<file path="config.mk">
export PLATFORM = sky130hd
export DESIGN_NAME = delimited_price_field_summer
export DESIGN_NICKNAME = d
export VERILOG_FILES = /design/src/dpfs_pkg.sv /design/src/delimited_price_field_summer.sv
export SDC_FILE = /design/constraint.sdc
export NUM_CORES = 2
export LEC_CHECK = 0
export BUFFER_PORTS_ARGS = -buffer_cell sky130_fd_sc_hd__buf_2
export CORE_ASPECT_RATIO = 0.7
export CORE_MARGIN = 5
export CORE_UTILIZATION = 55
export DETAILED_ROUTE_END_ITERATION = 16
export PLACE_DENSITY = 0.74
export SETUP_SLACK_MARGIN = 0.3
export SLEW_MARGIN = 20
export SYNTH_ARGS = -nofsm -noshare
export SYNTH_HDL_FRONTEND = slang
export SYNTH_SLANG_ARGS = --single-unit
</file>
<file path="constraint.sdc">
create_clock -name clk -period 20.1 [get_ports clk]
set_input_delay 2.01 -clock clk [delete_from_list [all_inputs] [get_ports clk]]
set_output_delay 2.01 -clock clk [all_outputs]
set_load 0.005 [all_outputs]
</file>
<file path="src/dpfs_pkg.sv">
// Package for the delimited price field summer.
// Byte codes, register indexes, reset values and the result record type.
// No dependencies.
package dpfs_pkg;

  localparam int COUNT_BITS_DEFAULT = 48;
  localparam int COUNT_OUT_BITS     = 48;
  localparam int AMOUNT_BITS        = 64;

  // Byte codes
  localparam logic [7:0] LF_BYTE    = 8'd10;
  localparam logic [7:0] CR_BYTE    = 8'd13;
  localparam logic [7:0] DIGIT_ZERO = 8'd48;
  localparam logic [7:0] DIGIT_NINE = 8'd57;
  localparam logic [7:0] FIELD_SAT  = 8'd255;

  // Configuration register indexes
  localparam logic [1:0] REG_SEPARATOR    = 2'd0;
  localparam logic [1:0] REG_DECIMAL_MARK = 2'd1;
  localparam logic [1:0] REG_TARGET_FIELD = 2'd2;

  // Register reset values
  localparam logic [7:0] SEPARATOR_RESET    = 8'd124;
  localparam logic [7:0] DECIMAL_MARK_RESET = 8'd44;
  localparam logic [7:0] TARGET_FIELD_RESET = 8'd10;

  typedef struct packed {
    logic [AMOUNT_BITS-1:0]    total_sales;
    logic [COUNT_OUT_BITS-1:0] transaction_count;
    logic [COUNT_OUT_BITS-1:0] record_count;
    logic [AMOUNT_BITS-1:0]    held_amount;
    logic                      final_result;
  } result_t;

endpackage

</file>
<file path="src/delimited_price_field_summer.sv">
// Top level of the delimited price field summer: byte parser, totals and
// a two-slot result buffer. Depends on dpfs_pkg.
//
// Delimited price field summer. Takes one text byte per request and parses
// separator-delimited records: it counts separators to find the target
// field, builds the integer part of the price from its decimal digits up to
// the decimal mark, and at each CR or LF (each one counts as a record end)
// closes the open transaction when a price was read that differs from the
// held amount. A request flagged stream_end does the same final check and
// clears the record parse state, keeping the held amount unless the byte is
// also a line end that closes a transaction. Every line-end or stream_end
// byte gives one result request; other bytes give none. Rate: one byte per
// clock cycle while in_stall is low. The parse state is updated as a byte is
// accepted, by one pass of compare / multiply-by-ten-and-add logic. Results
// go to an output register backed by a one-entry skid register; in_stall
// rises only when that skid entry is full, i.e. when two results are waiting.
// Configuration writes take effect at the next edge and are meant to be
// issued while the block is idle.
module delimited_price_field_summer #(
  parameter int COUNT_BITS = dpfs_pkg::COUNT_BITS_DEFAULT
) (
  input  logic                                  clk,
  input  logic                                  rst,
  // configuration
  input  logic                                  cfg_write_en,
  input  logic [1:0]                            cfg_index,
  input  logic [7:0]                            cfg_data,
  // input channel
  input  logic                                  in_valid,
  output logic                                  in_stall,
  input  logic [7:0]                            text_byte,
  input  logic                                  stream_end,
  // output channel
  output logic                                  out_valid,
  input  logic                                  out_stall,
  output logic [dpfs_pkg::AMOUNT_BITS-1:0]      total_sales,
  output logic [dpfs_pkg::COUNT_OUT_BITS-1:0]   transaction_count,
  output logic [dpfs_pkg::COUNT_OUT_BITS-1:0]   record_count,
  output logic [dpfs_pkg::AMOUNT_BITS-1:0]      held_amount,
  output logic                                  final_result
);

  localparam int AB = dpfs_pkg::AMOUNT_BITS;

  // configuration registers
  logic [7:0] separator_char;
  logic [7:0] decimal_mark;
  logic [7:0] target_field;

  // parse and total state
  logic [7:0]            field_counter,     field_counter_next;
  logic [AB-1:0]         price_accumulator, price_accumulator_next;
  logic                  price_seen,        price_seen_next;
  logic [AB-1:0]         open_amount,       open_amount_next;
  logic [AB-1:0]         sales_sum,         sales_sum_next;
  logic [COUNT_BITS-1:0] transactions,      transactions_next;
  logic [COUNT_BITS-1:0] records,           records_next;

  // result buffer
  logic               out_valid_q;
  dpfs_pkg::result_t  out_data;
  logic               skid_valid;
  dpfs_pkg::result_t  skid_data;
  dpfs_pkg::result_t  result_next;

  logic in_accept;
  logic out_fire;
  logic emit;

  // byte classification
  logic          is_sep, is_nl, in_field, is_digit, digit_upd, mark_upd, do_close;
  logic [AB-1:0] acc_mid, check_acc;
  logic          seen_mid, check_seen;
  logic [7:0]    field_bumped;
  logic [63:0]   trans_wide, records_wide;

  assign in_stall  = skid_valid;
  assign in_accept = in_valid && !skid_valid;
  assign out_fire  = out_valid_q && !out_stall;

  // Configuration writes; index 3 is ignored.
  always_ff @(posedge clk) begin
    if (rst) begin
      separator_char <= dpfs_pkg::SEPARATOR_RESET;
      decimal_mark   <= dpfs_pkg::DECIMAL_MARK_RESET;
      target_field   <= dpfs_pkg::TARGET_FIELD_RESET;
    end else if (cfg_write_en) begin
      case (cfg_index)
        dpfs_pkg::REG_SEPARATOR:    separator_char <= cfg_data;
        dpfs_pkg::REG_DECIMAL_MARK: decimal_mark   <= cfg_data;
        dpfs_pkg::REG_TARGET_FIELD: target_field   <= cfg_data;
        default: ;
      endcase
    end
  end

  // Per-byte update. Test order: separator, line end, then digit / mark
  // inside the target field only.
  always_comb begin
    is_sep   = (text_byte == separator_char);
    is_nl    = !is_sep && ((text_byte == dpfs_pkg::LF_BYTE) ||
                           (text_byte == dpfs_pkg::CR_BYTE));
    in_field = !is_sep && !is_nl && (field_counter == target_field) &&
               (field_counter != dpfs_pkg::FIELD_SAT);
    is_digit = (text_byte >= dpfs_pkg::DIGIT_ZERO) &&
               (text_byte <= dpfs_pkg::DIGIT_NINE);
    digit_upd = in_field && is_digit;
    // the decimal mark only counts once a digit has been read
    mark_upd  = in_field && !is_digit && (text_byte == decimal_mark) && price_seen;

    // acc * 10 + digit, wrapping at 64 bits
    acc_mid  = digit_upd ? ((price_accumulator << 3) + (price_accumulator << 1) +
                            AB'(8'(text_byte - dpfs_pkg::DIGIT_ZERO)))
                         : price_accumulator;
    seen_mid = price_seen || digit_upd;

    // line end checks the price before this byte; stream end checks after it
    check_acc  = is_nl ? price_accumulator : acc_mid;
    check_seen = is_nl ? price_seen : seen_mid;
    do_close   = (is_nl || stream_end) && check_seen && (check_acc != open_amount);

    field_bumped = (field_counter == dpfs_pkg::FIELD_SAT) ? field_counter
                                                          : field_counter + 8'd1;

    sales_sum_next    = do_close ? sales_sum + open_amount : sales_sum;
    transactions_next = do_close ? transactions + COUNT_BITS'(1) : transactions;
    // stream end on a plain byte keeps the held amount
    open_amount_next  = (do_close && is_nl) ? price_accumulator : open_amount;
    records_next      = is_nl ? records + COUNT_BITS'(1) : records;

    if (is_nl || stream_end) begin
      field_counter_next     = 8'd0;
      price_accumulator_next = '0;
      price_seen_next        = 1'b0;
    end else begin
      field_counter_next     = (is_sep || mark_upd) ? field_bumped : field_counter;
      price_accumulator_next = acc_mid;
      price_seen_next        = seen_mid;
    end

    emit = is_nl || stream_end;

    trans_wide   = 64'(transactions_next);
    records_wide = 64'(records_next);
    result_next.total_sales       = sales_sum_next;
    result_next.transaction_count = trans_wide[dpfs_pkg::COUNT_OUT_BITS-1:0];
    result_next.record_count      = records_wide[dpfs_pkg::COUNT_OUT_BITS-1:0];
    result_next.held_amount       = open_amount_next;
    result_next.final_result      = stream_end;
  end

  always_ff @(posedge clk) begin
    if (rst) begin
      field_counter     <= 8'd0;
      price_accumulator <= '0;
      price_seen        <= 1'b0;
      open_amount       <= '0;
      sales_sum         <= '0;
      transactions      <= '0;
      records           <= '0;
    end else if (in_accept) begin
      field_counter     <= field_counter_next;
      price_accumulator <= price_accumulator_next;
      price_seen        <= price_seen_next;
      open_amount       <= open_amount_next;
      sales_sum         <= sales_sum_next;
      transactions      <= transactions_next;
      records           <= records_next;
    end
  end

  // Result buffer: output register plus one skid entry. New requests are
  // refused while the skid entry holds a result.
  always_ff @(posedge clk) begin
    if (rst) begin
      out_valid_q <= 1'b0;
      skid_valid  <= 1'b0;
    end else begin
      if (!out_valid_q || out_fire) begin
        if (skid_valid) begin
          out_valid_q <= 1'b1;
          skid_valid  <= 1'b0;
        end else begin
          out_valid_q <= in_accept && emit;
        end
      end else if (in_accept && emit) begin
        skid_valid <= 1'b1;
      end
    end
  end

  always_ff @(posedge clk) begin
    if (!out_valid_q || out_fire) begin
      if (skid_valid) begin
        out_data <= skid_data;
      end else if (in_accept && emit) begin
        out_data <= result_next;
      end
    end else if (in_accept && emit) begin
      skid_data <= result_next;
    end
  end

  assign out_valid         = out_valid_q;
  assign total_sales       = out_data.total_sales;
  assign transaction_count = out_data.transaction_count;
  assign record_count      = out_data.record_count;
  assign held_amount       = out_data.held_amount;
  assign final_result      = out_data.final_result;

`ifndef ASSERT_OFF
  // skid entry is only used behind a full output register
  a_skid_behind_out: assert property (@(posedge clk) disable iff (rst)
    skid_valid |-> out_valid_q)
    else $error("skid entry valid with empty output register");

  // a drained skid entry moves up into the output register
  a_skid_moves_up: assert property (@(posedge clk) disable iff (rst)
    (skid_valid && !out_stall) |=> (out_valid_q && !skid_valid))
    else $error("skid entry not forwarded");

  // each accepted line end counts exactly one record
  a_record_step: assert property (@(posedge clk) disable iff (rst)
    (in_accept && is_nl) |=> (records == $past(records) + COUNT_BITS'(1)))
    else $error("record count did not advance on line end");

  // stream end leaves a clean record parse state
  a_stream_end_clears: assert property (@(posedge clk) disable iff (rst)
    (in_accept && stream_end) |=> (field_counter == 8'd0 && !price_seen &&
                                   price_accumulator == '0))
    else $error("parse state not cleared after stream end");

  // totals move only on accepted requests
  a_totals_hold: assert property (@(posedge clk) disable iff (rst)
    !in_accept |=> ($stable(sales_sum) && $stable(transactions)))
    else $error("totals changed without a request");
`endif

endmodule
</file>
# Yosys cells after proc, flatten, opt, wreduce, memory -nomap -nowiden
# Cells that the tools add are included.
[word_totals] word_cells=94 register_bits=773 out_inout_bits=227 inputBits=24
[classes] mux=15 n_addsub=7 eq_ne=11 reduce_logical=36 bitwise_logic=1 n_lt_le_gt_ge=2
[ops] cell="two-way mux 225 bit" n=2
[ops] cell="two-way mux 64 bit" n=5
[ops] cell="adder 64 bit" n=2
[ops] cell="adder 48 x 1 -> 48 bit, second input constant" n=2
[ops] cell="two-way mux 48 bit" n=2
[ops] cell="adder 64 x 8 -> 64 bit" n=1
[ops] cell="inequality test 64 bit" n=1
[ops] cell="== test 8 bit" n=3
[ops] cell="two-way mux 8 bit" n=3
[ops] cell="== test 8 x 4 -> 1 bit, second input constant" n=2
[ops] cell="logical AND 1 bit" n=15
[ops] cell="AND reduction 2 bit" n=5
[ops] cell="adder 8 x 1 -> 8 bit, second input constant" n=1
[ops] cell="== test 8 bit, second input constant" n=1
[ops] cell=">= comparator 8 x 6 -> 1 bit, second input constant" n=1
[ops] cell="less-or-equal comparator 8 x 6 -> 1 bit, second input constant" n=1
[ops] cell="inequality test 8 bit, second input constant" n=1
[ops] cell="subtractor 8 x 6 -> 8 bit, second input constant" n=1
[ops] cell="zero test 1 bit" n=6
[ops] cell="logical OR 1 bit" n=5
[ops] cell="nonzero test 2 bit" n=2
[ops] cell="two-way mux 1 bit" n=3
[ops] cell="AND reduction 3 bit" n=1
[ops] cell="== test 2 x 1 -> 1 bit, second input constant" n=1
[ops] cell="other kinds (5)" n=5

# Longest topological paths before layout
[depth] word_depth=16 mapped_depth=22 mapped_depth_nobuf=18

# Least setup slack after synthesis
# OpenSTA, ideal clock, no wires.
[synth_timing] path_kind="input to register" from="in text_byte[0]" to="reg skid_data[0] (netlist name), enable pin" t_arrival_ps=18338 path_buffers=1 required_time_ps=19014 setup_slack_ps=676 cell_stages=6 setup_time_ps=1086 path_cell_list="buf_2 -> mux2i_1 -> nand4_1 -> a21oi_1 -> nor2_1 -> nor3_1"
[synth_via] elab_chain_len=6 elab_cells_between_ends=9 classes_between="eq/ne: 3; reduce/logical: 6"
[synth_rtl] item="start: declaration" line="delimited_price_field_summer.sv:31" rtl="input logic [7:0] text_byte,"
[synth_rtl] item="== test 8 bit, or another cell as far along" line="delimited_price_field_summer.sv:100" rtl="is_sep = (text_byte == separator_char);"
[synth_rtl] item="zero test 1 bit / logical OR 1 bit (equally long branches)" line="delimited_price_field_summer.sv:101" rtl="is_nl = !is_sep && ((text_byte == dpfs_pkg::LF_BYTE) ||"
[synth_rtl] item="logical AND 1 bit (*)" line="delimited_price_field_summer.sv:101"
[synth_rtl] item="logical OR 1 bit (*)" line="delimited_price_field_summer.sv:141" rtl="emit = is_nl || stream_end;"
[synth_rtl] item="logical AND 1 bit (*)" line="delimited_price_field_summer.sv:199" rtl="end else if (in_accept && emit) begin"
[synth_rtl] item="AND reduction 2 bit (no source line) (*)"
[synth_rtl] item="end signal: assignment" line="delimited_price_field_summer.sv:200" rtl="skid_data <= result_next;"
[synth_rtl] item="end: declaration" line="delimited_price_field_summer.sv:63" rtl="dpfs_pkg::result_t skid_data;"
# Every way passes the cells marked *; elsewhere a longest branch is shown, timed or not.
# A chain may end at the register's enable or synchronous reset.

# Final worst setup path
[layout_timing] from="in text_byte[4]" to="reg skid_data[171] (netlist name), data pin"
[layout_via] elab_chain_len=13 elab_cells_between_ends=25 classes_between="add/sub: 2; order compare: 2; eq/ne: 4; mux: 4; reduce/logical: 13"
[layout_rtl] item="branches (longest 11 deep; another with adder 64 x 8 -> 64 bit)"
[layout_rtl] item="logical AND 1 bit (*)" line="delimited_price_field_summer.sv:120" rtl="do_close = (is_nl || stream_end) && check_seen && (check_acc != open_amount);"
[layout_rtl] item="two-way mux 64 bit (*)" line="delimited_price_field_summer.sv:125" rtl="sales_sum_next = do_close ? sales_sum + open_amount : sales_sum;"
[layout_rtl] item="via sales_sum_next[10]" line="delimited_price_field_summer.sv:55" rtl="logic [AB-1:0] sales_sum, sales_sum_next;"
# Mark *: on every way through the listed nets, which the timed path passes.

==> reports/metrics.yaml <==
drt:
  first_pass_iters: 6
  antenna_left: 0
  vias_per_cell: 6.364
  drc: 0
  wirelength_um: 137900
  wl_per_cell_um: 23.53
  vias: 37290
  drtIter0Drc: 3812
die:
  ios: 251
  fp.dieW_um: 355.9
  chipHeight_um: 252.1
  core_area_um2: 82690
  initial_utilization_pct: 55.69
  rows: 88
  die_area_um2: 89710
sta:
  finalCriticalPeriod_ns: 9.583
  max_freq_mhz: 104.3
  worst_pin_slew_ns: 1.165
  final.setup.worst_slack_ns: 10.52
  fin_skew_ns: 0.02685
  fin_crit_sh_pct: 47.68
  slew_viol_final: 0
  rsz0062_at_grt: "false"
  maxSlewHeadroom_pct: 22.31
  finalHoldViolCount: 0
  setup_viol: 0
  setup_tns_ns: 0
yosys:
  synth_area_leaders: "edfxtp_1 (29%), dfxtp_1 (14%), mux2_2 (5.6%)"
  ys_seq_area_share_pct: 43.39
  synthFlopType: "edfxtp_1"
  yosys_warnings: 0
  syn_area_um2: 46050
  syn_avg_cell_area_um2: 9.938
  synth.distinct_cells: 101
  synth_edf_count: 450
  synth_area_leader_cell: "edfxtp_1"
  async_reset_ff_share_pct: 0
  ys_seq_elements: 773
  syn_nets: 4851
  synth_top_area_share_pct: 29.34
  syn_inst: 4634
layout:
  multi_input_area_um2: 24120
  area_delta_synth_final_pct: 9.434
  fillCellCount: 6928
  final_nets: 4883
  most-common-layout-cells: "nor2_1 (464), edfxtp_1 (450), dfxtp_1 (322)"
  final_common_cell: "nor2_1"
  finish.utilization_pct: 60.94
  layout-drive-gt1-share_pct: 15.44
  regArea_um2: 19980
run:
  max_cap_viol_count: 0
placed_design:
  io_buffer_count: 250
  place.gp.congestion: 1.004
  pre_cts_ws_ns: 10.11
  dpl.hpwl_um: 94840
cts:
  htree_levels: 3
  cts_hold_buf: 0
  cts_max_path_buffers: 3
  clk_latency_ns: 0.65
  clock_sinks: 773
  cts_root_buf: "clkbuf_16"
  cts_setup_buffers: 0
  cts_tree: "done"
  cts_resized: 0
  cts_made_buffers: 79
  path_clk_slew_ns: 0.06
power:
  power.density_nw_per_um2: 66.18
  seq_power_share_pct: 51.1
  comb_power_share_pct: 3.1
  swShare_pct: 21.92
  leakagePower_uw: 0.01872
  p_total_uw: 3335
  ir_drop_mv: 0.06121
  p_int_uw: 2604
  p_switching_uw: 731.0
  clkPwrFrac_pct: 45.8
worst_hold_path:
  hp-class: "reg2reg"
grt:
  grt.met1_usage_pct: 44.71
  grt_use_met3_pct: 9.075
  grt-busiest-layer: "met1"
  grt_pass1_wl_um: 210200
  grt_max_degree: 231
  use_met2_pct: 41.59
  first_global_vias: 34690
  grtUsageTotal_pct: 29.58
  overflow: 0
  antenna_found_initial: 2
worst_setup_path:
  crit_fanout: 116
  arrival_ns: 9.97
  cp.required_ns: 20.48
  crit_path_start_kind: "primary input"
  worstSetupEndpointType: "flop"
  timing_worst_setup_path_type: "in2reg"
outcome:
  outcome: "complete, no violations"
sequential cells by signal, summed over array words and instances, names as in the netlist:
register,count
record_count,48
final_result,1
records,48
total_sales,64
decimal_mark,8
field_counter,8
skid_data,225
separator_char,8
transactions,48
in_stall,1
transaction_count,48
out_valid,1
sales_sum,64
price_accumulator,64
price_seen,1
open_amount,64
target_field,8
held_amount,64
through the flow:
step / instance area, um2 / instances / hold slack, ns
CTS: 50390 / 5858 / 0.5002
global route: 50390 / 5858 / 0.5108
global placement: 47730 / 5710 / 0.4759
detailed placement: 47730 / 5710 / 0.4830
finish: 50390 / 5859 / 0.5043
floorplan: 46050 / 4634 / 0.4559
cell type report:
cell class	count	area share, %
Sequential cell	773	39.65
Timing Repair Buffer	295	3.223
Multi-Input combinational cell	3358	47.85
Clock buffer	109	4.308
Antenna cell	1	0.004966
Clock inverter	39	0.9658
Inverter	159	1.199
Tap cell	1125	2.793
power by group through the flow:
stage / clock (uW) / combinational [uW] / sequential, uW
floorplan: 0 / 53.0 / 1750
global placement: 0 / 102 / 1740
detailed placement: 0 / 103 / 1740
CTS: 1550 / 103 / 1700
global route: 1620 / 111 / 1700
finish: 1530 / 103 / 1700
final timing paths:
path	startpoint	cells after the start	to	slack [ns]
worst max register to register	price_accumulator[23]	17	skid_data[171]	11.52
worst max-delay path	text_byte[4]	21	skid_data[171]	10.52
worst min-delay path	decimal_mark[3]	1	decimal_mark[3]	0.50
worst min register to register	decimal_mark[3]	1	decimal_mark[3]	0.50
Yosys cell counts, types with 9 or more instances:
library cell  number
nor2_1           465
edfxtp_1         450
dfxtp_1          323
nand2_1          309
a21oi_1          265
clkbuf_1         230
mux2_2           227
xnor2_1          194
ha_1             186
o211ai_1         166
xor2_1           160
inv_1            159
nand3_1          149
o21ai_0          109
o2111ai_1        107
mux2i_1           94
o311ai_1          90
buf_2             76
a21o_1            66
a22oi_1           59
nor3_1            55
nand4_1           54
nor2b_1           50
and3_1            47
mux2_1            43
a31oi_1           39
nor4_1            31
o31a_1            25
o21a_1            24
o21bai_1          24
a211oi_1          23
or3_1             20
buf_4             19
mux2_4            15
o21ai_1           15
or2_2             15
and2_1            14
nand2b_1          14
buf_1             13
and4_1            12
a211o_1           11
a221oi_1          11
nand3b_1           9
o22ai_1            9
worst max-delay path, stage by stage:
cell and delay, ns:
buf_2 0.15, ha_1 0.24, xnor2_1 0.18, fa_1 0.45, ha_1 0.39, o21a_1 0.20
and4_4 0.26, a211oi_4 0.09, a21oi_1 0.34, a31o_2 0.32, nor4_1 0.06, a2111oi_0 0.79
buf_4 0.26, xor2_1 0.06, a2111oi_0 0.46, o211ai_1 0.21, or4_1 0.71, o211ai_4 0.94
nand2_8 0.72, buf_4 0.61, mux2_4 0.40
logic make-up (layout without fill, tap and decap cells):
kind of cell | after synthesis | count (layout) | share of synthesized area (%)
DFF | 773 | 773 | 43.39
xor gates and xnor gates | 357 | 357 | 6.879
other | 0 | 1 | 0
buffers and inverters | 503 | 602 | 4.546
and+or+nand+nor | 1285 | 1285 | 13.01
muxes | 379 | 379 | 9.135
AOI/OAI and AO/OA | 1144 | 1144 | 17.69
adders and majority gates | 193 | 193 | 5.358
routing by layer:
layer  vias up  wire, um
li1      17330         -
met2      1694     56610
met4         2      3009
met1     18060     62900
met3       203     15330
met5         -        11
No activity file was read; power rests on OpenSTA's default activity.
